--- config.mk ---
export PLATFORM = sky130hd
export DESIGN_NAME = contiguous_block_bitmap_allocator
export DESIGN_NICKNAME = d
export VERILOG_FILES = /design/src/cbba_pkg.sv /design/src/contiguous_block_bitmap_allocator.sv
export SDC_FILE = /design/constraint.sdc
export NUM_CORES = 1
export LEC_CHECK = 0
export BUFFER_PORTS_ARGS = -buffer_cell sky130_fd_sc_hd__buf_4
export CELL_PAD_IN_SITES_DETAIL_PLACEMENT = 2
export CELL_PAD_IN_SITES_GLOBAL_PLACEMENT = 2
export CORE_UTILIZATION = 28
export DETAILED_ROUTE_END_ITERATION = 10
export PLACE_DENSITY_LB_ADDON = 0.25
export SLEW_MARGIN = 20
export SYNTH_ARGS = -nofsm -noshare
export SYNTH_HDL_FRONTEND = slang
export SYNTH_SLANG_ARGS = --single-unit
--- constraint.sdc ---
create_clock -name clk -period 15.4 [get_ports clk]
set_input_delay 2.31 -clock clk [delete_from_list [all_inputs] [get_ports clk]]
set_output_delay 2.31 -clock clk [all_outputs]
set_load 0.02 [all_outputs]
--- src/cbba_pkg.sv ---
// Package with the action codes, status codes and sequencer states of the block allocator.
`timescale 1ns / 1ps

package cbba_pkg;

  localparam int ACTION_W = 2;
  localparam int LEN_W    = 9;
  localparam int BLK_W    = 8;
  localparam int STATUS_W = 2;

  typedef enum logic [ACTION_W-1:0] {
    ACT_FIND  = 2'd0,
    ACT_FLIP  = 2'd1,
    ACT_QUERY = 2'd2,
    ACT_CLEAR = 2'd3
  } action_t;

  typedef enum logic [STATUS_W-1:0] {
    STATUS_OK           = 2'd0,
    STATUS_NOT_FOUND    = 2'd1,
    STATUS_OUT_OF_RANGE = 2'd2
  } status_t;

  typedef enum logic [2:0] {
    ST_INIT,
    ST_IDLE,
    ST_FIND,
    ST_FLIP,
    ST_QUERY,
    ST_CLEAR,
    ST_RESP
  } state_t;

endpackage

--- src/contiguous_block_bitmap_allocator.sv ---
// First-fit contiguous bitmap allocator: one map memory walked by a single address sequencer.
// One item is in work at a time: no new item is taken until its result is loaded into the output register.
// After reset a clearing pass writes every map entry free before items are taken.
`timescale 1ns / 1ps

module contiguous_block_bitmap_allocator #(
  parameter int BLOCKS = 256
) (
  input  logic                            clk,
  input  logic                            rst_n,
  input  logic                            in_valid,
  output logic                            in_stall,
  input  logic [cbba_pkg::ACTION_W-1:0]   in_action,
  input  logic [cbba_pkg::LEN_W-1:0]      in_run_length,
  input  logic [cbba_pkg::BLK_W-1:0]      in_start_block,
  input  logic [cbba_pkg::BLK_W-1:0]      in_query_block,
  output logic                            out_valid,
  input  logic                            out_stall,
  output logic [cbba_pkg::STATUS_W-1:0]   out_status,
  output logic [cbba_pkg::BLK_W-1:0]      out_run_start,
  output logic                            out_block_used
);
  import cbba_pkg::*;

  localparam int IW = $clog2(BLOCKS);
  localparam int EW = (IW + 1 > LEN_W + 1) ? IW + 1 : LEN_W + 1;
  localparam int SW = (IW > BLK_W) ? IW : BLK_W;

  logic mem [BLOCKS];
  logic rd_data_r;
  logic [IW-1:0] rd_addr;
  logic mem_we;
  logic [IW-1:0] mem_waddr;
  logic mem_wdata;

  state_t state_r, state_nxt;
  logic [IW-1:0] clr_r, clr_nxt;
  logic [IW:0] iss_r, iss_nxt;
  logic p_vld_r, p_vld_nxt;
  logic [IW-1:0] p_idx_r, p_idx_nxt;
  logic [LEN_W-1:0] run_r, run_nxt;
  logic [LEN_W-1:0] len_r, len_nxt;
  logic [IW-1:0] start_r, start_nxt;
  logic [EW-1:0] cur_r, cur_nxt;
  logic [EW-1:0] end_r, end_nxt;
  status_t res_status_r, res_status_nxt;
  logic [BLK_W-1:0] res_start_r, res_start_nxt;
  logic res_used_r, res_used_nxt;
  logic out_valid_r;
  logic [STATUS_W-1:0] out_status_r;
  logic [BLK_W-1:0] out_start_r;
  logic out_used_r;

  logic in_take;
  logic can_load;
  logic bit_free;
  logic find_hit;
  logic find_last;
  logic flip_issue;
  logic flip_done;
  logic clr_last;
  logic q_oob;
  logic [EW-1:0] q_ext;
  logic [EW-1:0] flip_sum;
  logic [IW-1:0] hit_start;
  logic [SW-1:0] hit_start_ext;

  assign in_take       = in_valid && (state_r == ST_IDLE);
  assign can_load      = !out_valid_r || !out_stall;
  assign bit_free      = !rd_data_r;
  assign find_hit      = p_vld_r && bit_free && (LEN_W'(run_r + 1'b1) == len_r);
  assign find_last     = p_vld_r && (p_idx_r == IW'(BLOCKS - 1));
  assign flip_issue    = cur_r < end_r;
  assign flip_done     = !flip_issue && !p_vld_r;
  assign clr_last      = clr_r == IW'(BLOCKS - 1);
  assign q_ext         = EW'(in_query_block);
  assign q_oob         = q_ext >= EW'(BLOCKS);
  assign flip_sum      = EW'(in_start_block) + EW'(in_run_length);
  assign hit_start     = (run_r == '0) ? p_idx_r : start_r;
  assign hit_start_ext = SW'(hit_start);

  always_ff @(posedge clk) begin
    if (mem_we) begin
      mem[mem_waddr] <= mem_wdata;
    end
    rd_data_r <= mem[rd_addr];
  end

  always_comb begin
    state_nxt = state_r;
    unique case (state_r)
      ST_INIT: begin
        if (clr_last) state_nxt = ST_IDLE;
      end
      ST_IDLE: begin
        if (in_take) begin
          unique case (action_t'(in_action))
            ACT_FIND:  state_nxt = (in_run_length == '0) ? ST_RESP : ST_FIND;
            ACT_FLIP:  state_nxt = ST_FLIP;
            ACT_QUERY: state_nxt = q_oob ? ST_RESP : ST_QUERY;
            ACT_CLEAR: state_nxt = ST_CLEAR;
            default:   state_nxt = ST_IDLE;
          endcase
        end
      end
      ST_FIND: begin
        if (find_hit || find_last) state_nxt = ST_RESP;
      end
      ST_FLIP: begin
        if (flip_done) state_nxt = ST_RESP;
      end
      ST_QUERY: state_nxt = ST_RESP;
      ST_CLEAR: begin
        if (clr_last) state_nxt = ST_RESP;
      end
      ST_RESP: begin
        if (can_load) state_nxt = ST_IDLE;
      end
      default: state_nxt = ST_IDLE;
    endcase
  end

  always_comb begin
    clr_nxt        = clr_r;
    iss_nxt        = iss_r;
    p_vld_nxt      = 1'b0;
    p_idx_nxt      = p_idx_r;
    run_nxt        = run_r;
    len_nxt        = len_r;
    start_nxt      = start_r;
    cur_nxt        = cur_r;
    end_nxt        = end_r;
    res_status_nxt = res_status_r;
    res_start_nxt  = res_start_r;
    res_used_nxt   = res_used_r;
    rd_addr        = iss_r[IW-1:0];
    mem_we         = 1'b0;
    mem_waddr      = clr_r;
    mem_wdata      = 1'b0;
    unique case (state_r)
      ST_INIT, ST_CLEAR: begin
        mem_we  = 1'b1;
        clr_nxt = IW'(clr_r + 1'b1);
      end
      ST_IDLE: begin
        rd_addr        = q_ext[IW-1:0];
        iss_nxt        = '0;
        run_nxt        = '0;
        clr_nxt        = '0;
        len_nxt        = in_run_length;
        cur_nxt        = EW'(in_start_block);
        end_nxt        = (flip_sum > EW'(BLOCKS)) ? EW'(BLOCKS) : flip_sum;
        res_status_nxt = STATUS_OK;
        res_start_nxt  = '0;
        res_used_nxt   = 1'b0;
        if (in_take) begin
          unique case (action_t'(in_action))
            ACT_FIND: begin
              if (in_run_length == '0) res_status_nxt = STATUS_NOT_FOUND;
            end
            ACT_FLIP: begin
              if (flip_sum > EW'(BLOCKS)) res_status_nxt = STATUS_OUT_OF_RANGE;
            end
            ACT_QUERY: begin
              if (q_oob) res_status_nxt = STATUS_OUT_OF_RANGE;
            end
            ACT_CLEAR: res_status_nxt = STATUS_OK;
            default:   res_status_nxt = STATUS_OK;
          endcase
        end
      end
      ST_FIND: begin
        rd_addr   = iss_r[IW-1:0];
        p_vld_nxt = iss_r < (IW + 1)'(BLOCKS);
        p_idx_nxt = iss_r[IW-1:0];
        iss_nxt   = (IW + 1)'(iss_r + 1'b1);
        if (p_vld_r) begin
          if (bit_free) begin
            run_nxt = LEN_W'(run_r + 1'b1);
            if (run_r == '0) start_nxt = p_idx_r;
          end else begin
            run_nxt = '0;
          end
          if (find_hit) begin
            res_status_nxt = STATUS_OK;
            res_start_nxt  = hit_start_ext[BLK_W-1:0];
          end else if (find_last) begin
            res_status_nxt = STATUS_NOT_FOUND;
          end
        end
      end
      ST_FLIP: begin
        rd_addr   = cur_r[IW-1:0];
        p_vld_nxt = flip_issue;
        p_idx_nxt = cur_r[IW-1:0];
        if (flip_issue) cur_nxt = EW'(cur_r + 1'b1);
        mem_we    = p_vld_r;
        mem_waddr = p_idx_r;
        mem_wdata = !rd_data_r;
      end
      ST_QUERY: res_used_nxt = rd_data_r;
      ST_RESP: begin
      end
      default: begin
      end
    endcase
  end

  always_ff @(posedge clk) begin
    if (!rst_n) begin
      state_r     <= ST_INIT;
      clr_r       <= '0;
      p_vld_r     <= 1'b0;
      out_valid_r <= 1'b0;
    end else begin
      state_r <= state_nxt;
      clr_r   <= clr_nxt;
      p_vld_r <= p_vld_nxt;
      if (state_r == ST_RESP && can_load) begin
        out_valid_r <= 1'b1;
      end else if (!out_stall) begin
        out_valid_r <= 1'b0;
      end
    end
  end

  always_ff @(posedge clk) begin
    iss_r        <= iss_nxt;
    p_idx_r      <= p_idx_nxt;
    run_r        <= run_nxt;
    len_r        <= len_nxt;
    start_r      <= start_nxt;
    cur_r        <= cur_nxt;
    end_r        <= end_nxt;
    res_status_r <= res_status_nxt;
    res_start_r  <= res_start_nxt;
    res_used_r   <= res_used_nxt;
    if (state_r == ST_RESP && can_load) begin
      out_status_r <= res_status_r;
      out_start_r  <= res_start_r;
      out_used_r   <= res_used_r;
    end
  end

  assign in_stall       = state_r != ST_IDLE;
  assign out_valid      = out_valid_r;
  assign out_status     = out_status_r;
  assign out_run_start  = out_start_r;
  assign out_block_used = out_used_r;

`ifndef SYNTHESIS
  a_accept_leaves_idle: assert property (@(posedge clk) disable iff (!rst_n)
    (in_valid && !in_stall) |=> (state_r != ST_IDLE))
    else $error("Accepted item did not start work.");

  a_not_found_zero_start: assert property (@(posedge clk) disable iff (!rst_n)
    (out_valid && out_status == STATUS_NOT_FOUND) |-> (out_run_start == '0))
    else $error("Failed find reports a nonzero run start.");

  a_used_only_ok: assert property (@(posedge clk) disable iff (!rst_n)
    (out_valid && out_block_used) |-> (out_status == STATUS_OK))
    else $error("Used mark reported with a failing status.");

  a_resp_loads_output: assert property (@(posedge clk) disable iff (!rst_n)
    (state_r == ST_RESP && can_load) |=> (out_valid && state_r == ST_IDLE))
    else $error("Result was not loaded into the output register.");
`endif

endmodule

==> reports/summary.txt, run 1 <==
Hold Fails Final Rpt: 0
crit-path max cell delay: 0.68 ns
Worst Skew: 0.0303 ns
Die Ht: 246 um
initial drt markers: 744
EDFF count, synth: 341
Pre-antenna DRT Iters: 5
Syn Std Cell Area: 0.0167 sq mm
Max FO, Critical Path: 41
Post-CTS Setup Repair Bufs: 0
CTS max path bufs: 3
DP HPWL: 32500 um
vias per cell: 5.05
vias in the first global route: 11981
core area: 0.0590 sq mm
status: finished, final reports clean
final setup vio count: 0
final count of pins violating max slew: 0
largest net degree at the start of global routing: 257
final std cells w/o fill: 2222
Worst-Skew Late Latency: 0.59 ns
design area: 0.0192 sq mm
ordered cell list for the critical path: buf_4 -> mux2_2 -> mux2_4 -> buf_4 -> mux4_2 -> mux2i_1 -> or4_1 -> nand4_1 -> a41oi_1 -> a32oi_1
Initial Util: 28.3%
Crit path arrival time: 5.36 ns
Crit-path slowest cell: buf_4
Area Growth Syn to Fin: 15.1%
sequential area share after synthesis: 62.9%
port bufs: 43
crit-path most repeated cell: buf_4
yosys warns: 0
ANT cells: 0
Mapped Avg Cell Area: 12.1 sq um
Core Rows: 89
Layout Nets: 1470
post-route minimum period: 4.89 ns
DRT antenna net count: 0
total grt overflow: 0
total CTS buffers: 43
max_slew headroom: 26.4%
Syn Nets: 1436
Gate Count Post-Synth: 1382
die area: 0.0607 sq mm
setup TNS: 0 ns
Synth cell types: 65
Post-Place Cell Area: 0.0178 sq mm
PwrDens: 148 mW/mm^2
initial antenna violation count: 1
VDD IR max: 0.0718 mV
Setup crit end kind: flip-flop
GPL Wtd Cong: 0.772
RSZ-0062 raised after global routing: false
CP startpoint kind: input port
share of cells above drive strength 1: 12.3%
hold_buf cts: 0
ys flop type: edfxtp_1
Vias: 11215
synthesis-stage register bit count: 355
DRC: 0
first-pass GRT wire length: 78500 um
routed len/inst: 23.7 um
Reg2Reg Setup Slack: 11.08 ns
Total GRT Usage: 17.6%
CTS tree: done
commonest non-fill, non-tap cells in the layout: edfxtp_1, nor2_1, nand2_1, buf_4
Slew @ Worst Pin: 1.10 ns
worst hold path class: flip-flop to flip-flop
clk sinks: 355
total wire length: 52800 um
most common cell after layout, fill and taps aside: edfxtp_1
clock tree root driver cell: clkbuf_16
Async SR Flop Fraction: 0%
fin crit share: 31.8%
die width: 246 um
MaxCap Viol Count: 0
CTS clock-pin slew for the worst setup and hold paths: 0.06 ns
CP required: 15.86 ns
CTS HTree Levels: 2
Setup CP Type: input port to flip-flop
leakage: 5.87 nW
Placed Cells: 2144
post-CTS sizing: 0
io pins: 44
Max Clock Freq: 204 MHz
-- final cells by class --
cell class	count	area (sq um)
Sequential cell	355	10500
Tap cell	773	967
Multi-Input combinational cell	914	5720
Fill cell	6192	39800
Clock buffer	60	1170
Clock inverter	18	223
Timing Repair Buffer	65	500
Inverter	37	139
-- stage by stage --
step,setup WS (ns),hold slack [ns],utilization (%),power [mW]
global route,10.37,0.430,32.6,2.96
finish,10.51,0.418,32.6,2.84
floorplan,6.70,0.400,-,1.58
global placement,9.91,0.411,30.2,1.82
detailed placement,9.88,0.412,30.2,1.84
CTS,10.49,0.422,32.6,2.88
-- worst paths after layout --
check	to	cells past startpoint	start
min	out_run_start[4]$_DFFE_PP_	0	res_start_r[4]$_SDFFCE_PN0P_
min reg2reg	out_run_start[4]$_DFFE_PP_	0	res_start_r[4]$_SDFFCE_PN0P_
max reg2reg	mem[245]$_DFFE_PP_	6	state_r[1]$_SDFFE_PN0P_
max	rd_data_r$_DFF_P_	10	in_query_block[1]
-- logic make-up (layout without fill, tap and decap cells) --
| group | after synthesis | after routing | share of synthesized area (%) |
|---|---|---|---|
| other | 1 | 1 | 0.0224 |
| adder cells (fa/ha/maj) | 23 | 23 | 1.77 |
| buffers and inverters | 113 | 180 | 3.21 |
| multiplexers | 93 | 93 | 8.36 |
| AND/OR/NAND/NOR | 603 | 603 | 15.4 |
| XOR/XNOR | 42 | 42 | 2.46 |
| AO/OA/AOI/OAI | 152 | 152 | 5.86 |
| flip-flops | 355 | 355 | 62.9 |
-- metal layers --
metal,global-route usage (%),wire (um),vias to the layer above
met1,23.7,24200,5878
li1,-,-,5063
met4,5.88,1490,0
met5,0,0,-
met3,2.54,1940,86
met2,29.0,25200,188
-- critical path: cells and delay by family --
family                 cells  cell delay (ns)
AND/OR/NAND/NOR            2             0.28
multiplexers               4             1.54
AO/OA/AOI/OAI              2             0.42
buffers and inverters      2             0.78
-- cell usage after synthesis (all sizes together) (14+ instances only) --
library cell | count | area, sq um
nand2 | 150 | 563
mux4 | 30 | 724
xnor2 | 22 | 193
mux2 | 22 | 255
edfxtp | 341 | 10200
ha | 22 | 275
mux2i | 41 | 418
clkbuf | 47 | 176
nor2 | 318 | 1200
xor2 | 17 | 149
nand3 | 44 | 220
dfxtp | 14 | 280
a22oi | 21 | 158
o21ai | 36 | 180
inv | 37 | 139
a21oi | 42 | 210
buf | 29 | 221
-- registers in the layout, indices dropped and copies added (netlist names) --
register,count
clr_r,8
cur_r,10
end_r,10
iss_r,9
len_r,9
mem,256
out_block_used,1
out_run_start,8
out_status,2
out_valid,1
p_idx_r,8
p_vld_r,1
rd_data_r,1
res_start_r,8
res_status_r,2
res_used_r,1
run_r,9
start_r,8
state_r,3
-- power by group --
group          internal [mW]  switching (mW)
sequential              1.10          0.0468
clock                  0.614           0.414
combinational          0.210           0.451
total                   1.93           0.912
Note: power is estimated with default switching activity, not from simulation.
==> run 2: changes to the inputs <==
--- a/config.mk
+++ b/config.mk
@@ -5,6 +5,7 @@
 export SDC_FILE = /design/constraint.sdc
 export NUM_CORES = 1
 export LEC_CHECK = 0
+export ABC_AREA = 1
 export BUFFER_PORTS_ARGS = -buffer_cell sky130_fd_sc_hd__buf_4
 export CELL_PAD_IN_SITES_DETAIL_PLACEMENT = 2
 export CELL_PAD_IN_SITES_GLOBAL_PLACEMENT = 2
==> constraint.sdc (replaced) <==
create_clock -name clk -period 4.83 [get_ports clk]
set_input_delay 0.7245 -clock clk [delete_from_list [all_inputs] [get_ports clk]]
set_output_delay 0.7245 -clock clk [all_outputs]
set_load 0.02 [all_outputs]
==> reports/summary.txt, run 2 <==
CP required: 5.08 ns (was 15.86 ns)
GPL Wtd Cong: 0.769 (was 0.772)
final setup vio count: 0 (unchanged)
Initial Util: 28.4% (was 28.3%)
Async SR Flop Fraction: 0% (unchanged)
Biggest register: mem (unchanged)
max_slew headroom: 22.5% (was 26.4%)
Placed Cells: 2684 (was 2144)
post-CTS sizing: 0 (unchanged)
total grt overflow: 0 (unchanged)
port bufs: 43 (unchanged)
most common cell after layout, fill and taps aside: edfxtp_1 (unchanged)
design area: 0.0202 sq mm (was 0.0192 sq mm)
Vias: 13578 (was 11215)
post-route minimum period: 3.90 ns
Pre-antenna DRT Iters: 5 (unchanged)
ordered cell list for the critical path: nand2_2 -> nor2_4 -> inv_2 -> o21ai_2 -> inv_2 -> nor3_4 -> nand2_1 -> nor2_1 (was buf_4 -> mux2_2 -> mux2_4 -> buf_4 -> mux4_2 -> mux2i_1 -> or4_1 -> nand4_1 -> a41oi_1 -> a32oi_1)
largest net degree at the start of global routing: 257 (unchanged)
post-synth top area share: 58.1% (was 61.3%)
DRT antenna net count: 0 (unchanged)
total CTS buffers: 44 (was 43)
Syn Std Cell Area: 0.0176 sq mm (was 0.0167 sq mm)
most common library cells after synthesis: edfxtp_1, nor2_1, nand2_1, nand3_1, inv_1 (was edfxtp_1, nor2_1, nand2_1, clkbuf_1, nand3_1)
Crit-path slowest cell: nand2_1 (was buf_4)
Hold Fails Final Rpt: 0 (unchanged)
Setup crit start: state_r[0]$_SDFFE_PN0P_ (was in_query_block[1])
initial drt markers: 684 (was 744)
leakage: 7.33 nW (was 5.87 nW)
Layout Nets: 1947 (was 1470)
sequential area share after synthesis: 59.7% (was 62.9%)
Synth cell types: 44 (was 65)
RSZ-0062 raised after global routing: false (unchanged)
Synth area leader: edfxtp_1 (unchanged)
Worst-Skew Late Latency: 0.57 ns (was 0.59 ns)
commonest non-fill, non-tap cells in the layout: edfxtp_1, nor2_1, nand2_1, nand3_1, inv_1 (was edfxtp_1, nor2_1, nand2_1, buf_4)
Final Worst Setup Slack: 0.931 ns (was 10.51 ns)
Largest regs: mem (256), cur_r (10), end_r (10) (unchanged)
Max FO, Critical Path: 31 (was 41)
Setup WS pre-CTS: 0.922 ns (was 9.88 ns)
vias per cell: 4.92 (was 5.05)
initial antenna violation count: 0 (was 1)
total wire length: 58900 um (was 52800 um)
die width: 253 um (was 246 um)
Crit path arrival time: 4.15 ns (was 5.36 ns)
Mapped Avg Cell Area: 9.41 sq um (was 12.1 sq um)
EDFF count, synth: 341 (unchanged)
io pins: 44 (unchanged)
die area: 0.0639 sq mm (was 0.0607 sq mm)
first-pass GRT wire length: 89400 um (was 78500 um)
CTS clock-pin slew for the worst setup and hold paths: 0.06 ns (about the same)
Post-CTS Setup Repair Bufs: 0 (unchanged)
ANT cells: 0 (unchanged)
fin crit share: 80.7%
routed len/inst: 21.3 um (was 23.7 um)
worst hold path class: input port to flip-flop (was flip-flop to flip-flop)
top post-synthesis cells by area: edfxtp_1, nor2_1, nand3_1 (was edfxtp_1, nor2_1, nand2_1)
VDD IR max: 0.258 mV (was 0.0718 mV)
final std cells w/o fill: 2762 (was 2222)
clk sinks: 355 (unchanged)
synthesis-stage register bit count: 355 (unchanged)
Total GRT Usage: 18.7% (was 17.6%)
DP HPWL: 36300 um (was 32500 um)
most common cell in the netlist: edfxtp_1 (unchanged)
CTS HTree Levels: 2 (unchanged)
MaxCap Viol Count: 0 (unchanged)
Tot Pwr: 6.65 mW (was 2.84 mW)
setup TNS: 0 ns (unchanged)
final count of pins violating max slew: 0 (unchanged)
Max Clock Freq: 256 MHz
Setup crit end kind: flip-flop (unchanged)
status: finished, final reports clean (unchanged)
Die Ht: 253 um (was 246 um)
hold_buf cts: 0 (unchanged)
core area: 0.0619 sq mm (was 0.0590 sq mm)
share of cells above drive strength 1: 8.16% (was 12.3%)
Setup CP Type: flip-flop to flip-flop (was input port to flip-flop)
CTS tree: done (unchanged)
Worst Skew: 0.0188 ns (was 0.0303 ns)
yosys warns: 0 (unchanged)
crit-path max cell delay: 0.72 ns (was 0.68 ns)
PwrDens: 329 mW/mm^2 (was 148 mW/mm^2)
ys flop type: edfxtp_1 (unchanged)
vias in the first global route: 14737 (was 11981)
min-delay src: in_run_length[4] (was res_start_r[4]$_SDFFCE_PN0P_)
clock tree root driver cell: clkbuf_16 (unchanged)
Post-Place Cell Area: 0.0189 sq mm (was 0.0178 sq mm)
Syn Nets: 1927 (was 1436)
Slew @ Worst Pin: 1.16 ns (was 1.10 ns)
Gate Count Post-Synth: 1873 (was 1382)
crit-path most repeated cell: inv_2 (was buf_4)
DRC: 0 (unchanged)
Core Rows: 91 (was 89)
worst reg2reg startpoint: state_r[0]$_SDFFE_PN0P_ (was state_r[1]$_SDFFE_PN0P_)
CTS max path bufs: 3 (unchanged)
max reg flops: 256 (unchanged)
CP startpoint kind: flip-flop (was input port)
Area Growth Syn to Fin: 14.7% (was 15.1%)
==> run 2: metal layers <==
metal	vias up	GRT usage (%)	wire length [um]
li1	6297	-	-
met1	6981	23.5	26300
met5	-	0	0
met3	102	2.50	1850
met4	0	6.39	1810
met2	198	32.7	29000
==> run 2: layout make-up <==
cell class                      instances  area, sq um
Timing Repair Buffer                   76          653
Multi-Input combinational cell       1195         5820
Tap cell                              837         1050
Inverter                              221          830
Clock buffer                           69         1270
Clock inverter                          9         72.6
Fill cell                            6914        41700
Sequential cell                       355        10500
==> run 2: power breakdown <==
part	switching [mW]	leakage (nW)	internal [mW]
combinational	0.110	3.96	0.0546
sequential	0.00215	2.72	3.33
clock	1.31	0.644	1.84
total	1.42	7.33	5.23
==> run 2: worst paths after layout <==
| check | slack [ns] | cells past startpoint | to |
|---|---|---|---|
| worst max-delay path | 0.93 | 8 | mem[119]$_DFFE_PP_ |
| worst min-delay path | 0.36 | 1 | len_r[4]$_DFFE_PN_ |
| worst max register to register | 0.93 | 8 | mem[119]$_DFFE_PP_ |
| worst min register to register | 0.42 | 0 | out_run_start[0]$_DFFE_PP_ |
==> run 2: cells by family (layout without fill, tap and decap cells) <==
group,after synthesis,in the layout,synth area share (%)
other cells,1,1,0.0213
fa+ha+maj,23,23,1.68
flops,355,355,59.7
buf+inv,323,375,7.58
xor+xnor,15,15,0.746
compound gates,120,120,4.03
simple gates,1036,1036,26.2
==> run 2: through the flow <==
stage               hold WS [ns]  util, %
floorplan                  0.400        -
global placement           0.410     30.4
detailed placement         0.407     30.5
CTS                        0.325     32.6
global route               0.344     32.6
finish                     0.364     32.6
==> run 2: critical path: cells and delay by family, from the launching register on <==
| kind | cells | cell delay, ns |
|---|---|---|
| compound gates | 1 | 0.41 |
| buf+inv | 2 | 0.56 |
| flops | 1 | 0.48 |
| simple gates | 5 | 2.10 |
==> run 3: changes to the inputs <==
==> constraint.sdc (replaced) <==
create_clock -name clk -period 3.65 [get_ports clk]
set_input_delay 0.5475 -clock clk [delete_from_list [all_inputs] [get_ports clk]]
set_output_delay 0.5475 -clock clk [all_outputs]
set_load 0.02 [all_outputs]
==> reports/summary.txt, run 3 (synthesized netlist as in run 2, its figures left out) <==
status: finished, final reports clean (unchanged)
total CTS buffers: 44 (unchanged)
Max Clock Freq: 302 MHz (was 256 MHz)
Setup crit start: state_r[0]$_SDFFE_PN0P_ (unchanged)
port bufs: 43 (unchanged)
ANT cells: 0 (unchanged)
total wire length: 60400 um (was 58900 um)
Total GRT Usage: 19.2% (was 18.7%)
max reg flops: 256 (unchanged)
CTS tree: done (unchanged)
Hold Fails Final Rpt: 0 (unchanged)
Layout Nets: 1963 (was 1947)
DRC: 0 (unchanged)
hold slack: 0.177 ns (was 0.364 ns)
first-pass GRT wire length: 91600 um (was 89400 um)
Crit path arrival time: 3.57 ns (was 4.15 ns)
initial antenna violation count: 0 (unchanged)
Psw: 1.92 mW (was 1.42 mW)
commonest non-fill, non-tap cells in the layout: edfxtp_1, nor2_1, nand2_1, nand3_1, inv_1 (unchanged)
area of the multi-input gates: 0.00582 sq mm (about the same)
Pint: 6.90 mW (was 5.23 mW)
hold_buf cts: 0 (unchanged)
io pins: 44 (unchanged)
Gate power share: 2.5% (about the same)
clk sinks: 355 (unchanged)
Pre-antenna DRT Iters: 5 (unchanged)
Final Core Density: 32.8% (was 32.6%)
VDD IR max: 0.341 mV (was 0.258 mV)
setup TNS: 0 ns (unchanged)
Largest regs: mem (256), cur_r (10), end_r (10) (unchanged)
clock tree root driver cell: clkbuf_16 (unchanged)
vias in the first global route: 14833 (was 14737)
design area: 0.0203 sq mm (was 0.0202 sq mm)
die area: 0.0639 sq mm (unchanged)
largest net degree at the start of global routing: 194 (was 257)
Sequential cell area: 0.0105 sq mm (unchanged)
Die Ht: 253 um (unchanged)
die width: 253 um (unchanged)
worst hold path class: input port to flip-flop (unchanged)
Slew @ Worst Pin: 1.21 ns (was 1.16 ns)
fin crit share: 90.8% (was 80.7%)
Setup CP Type: flip-flop to flip-flop (unchanged)
clock share of power: 47.4% (about the same)
Worst-Skew Late Latency: 0.58 ns (was 0.57 ns)
Area Growth Syn to Fin: 15.5% (was 14.7%)
Vias: 13656 (was 13578)
CTS max path bufs: 3 (unchanged)
DRT antenna net count: 0 (unchanged)
CTS HTree Levels: 2 (unchanged)
final setup vio count: 0 (unchanged)
routed len/inst: 21.7 um (was 21.3 um)
Placed Cells: 2700 (was 2684)
share of cells above drive strength 1: 9.11% (was 8.16%)
CP startpoint kind: flip-flop (unchanged)
worst reg2reg startpoint: state_r[0]$_SDFFE_PN0P_ (unchanged)
max_slew headroom: 19.4% (was 22.5%)
Worst Skew: 0.0266 ns (was 0.0188 ns)
Seq pwr share: 50.0% (was 50.1%)
post-CTS sizing: 0 (unchanged)
Post-Place Cell Area: 0.0190 sq mm (was 0.0189 sq mm)
final std cells w/o fill: 2779 (was 2762)
GPL Wtd Cong: 0.773 (was 0.769)
reg2reg end: mem[205]$_DFFE_PP_ (was mem[119]$_DFFE_PP_)
FF-to-FF path depth: 8 (unchanged)
initial drt markers: 752 (was 684)
PwrDens: 433 mW/mm^2 (was 329 mW/mm^2)
Setup WS pre-CTS: 0.307 ns (was 0.922 ns)
Core Rows: 91 (unchanged)
Max FO, Critical Path: 16 (was 31)
CP required: 3.91 ns (was 5.08 ns)
Reg2Reg Setup Slack: 0.34 ns (was 0.93 ns)
MaxCap Viol Count: 0 (unchanged)
Final Worst Setup Slack: 0.336 ns (was 0.931 ns)
DP HPWL: 36300 um (about the same)
total grt overflow: 0 (unchanged)
leakage: 7.42 nW (was 7.33 nW)
# fillers: 6940 (was 6914)
CTS clock-pin slew for the worst setup and hold paths: 0.06 ns (about the same)
final count of pins violating max slew: 0 (unchanged)
core area: 0.0619 sq mm (unchanged)
vias per cell: 4.91 (was 4.92)
RSZ-0062 raised after global routing: false (unchanged)
sw frac: 21.8% (was 21.4%)
Initial Util: 28.4% (unchanged)
Biggest register: mem (unchanged)
Setup crit end kind: flip-flop (unchanged)
Tot Pwr: 8.82 mW (was 6.65 mW)
Post-CTS Setup Repair Bufs: 0 (unchanged)
most common cell after layout, fill and taps aside: edfxtp_1 (unchanged)
post-route minimum period: 3.31 ns (was 3.90 ns)
Setup crit end: mem[205]$_DFFE_PP_ (was mem[119]$_DFFE_PP_)
[run 3: worst min-delay path by stage]
stage	startpoint	to	depth (start not counted)
final	in_run_length[0]	len_r[0]$_DFFE_PN_	1
after global routing	in_run_length[0]	len_r[0]$_DFFE_PN_	1
after CTS	in_run_length[0]	len_r[0]$_DFFE_PN_	1
after detailed placement	res_start_r[3]$_SDFFCE_PN0P_	out_run_start[3]$_DFFE_PP_	0
after global placement	res_start_r[5]$_SDFFCE_PN0P_	out_run_start[5]$_DFFE_PP_	0
after floorplan	res_used_r$_DFFE_PP_	out_block_used$_DFFE_PP_	0
[run 3: worst max-delay path: stages (launching register included)]
cell and delay (ns):
dfxtp_1 0.49, nand2_2 0.26, nor2_4 0.40, inv_2 0.22, o21ai_0 0.38, inv_1 0.11, nor2_1 0.30, nand2_1 0.51
nor2_1 0.32
[run 3: layout make-up]
cell class | count | share of cell area [%]
clock buffers | 65 | 5.90
clock inverters | 14 | 0.658
inverters | 221 | 4.09
multi-input cells | 1195 | 28.6
flip-flops and latches | 355 | 51.7
well taps | 837 | 5.15
repair buffers | 92 | 3.89
[run 3: power by group through the flow]
stage | clock, mW | sequential (mW) | combinational (mW)
5_1_grt | 4.43 | 4.41 | 0.242
6_report | 4.18 | 4.41 | 0.222
3_3_place_gp | 0 | 4.50 | 0.218
2_1_floorplan | 0 | 4.50 | 0.103
4_1_cts | 4.31 | 4.41 | 0.228
3_5_place_dp | 0 | 4.50 | 0.227
[run 3: routing by layer]
layer | global-route usage, % | wire length [um] | vias up
li1 | - | - | 6335
met1 | 24.8 | 27500 | 7024
met2 | 33.1 | 29400 | 202
met3 | 2.26 | 1880 | 95
met4 | 6.15 | 1640 | 0
met5 | 0 | 0 | -
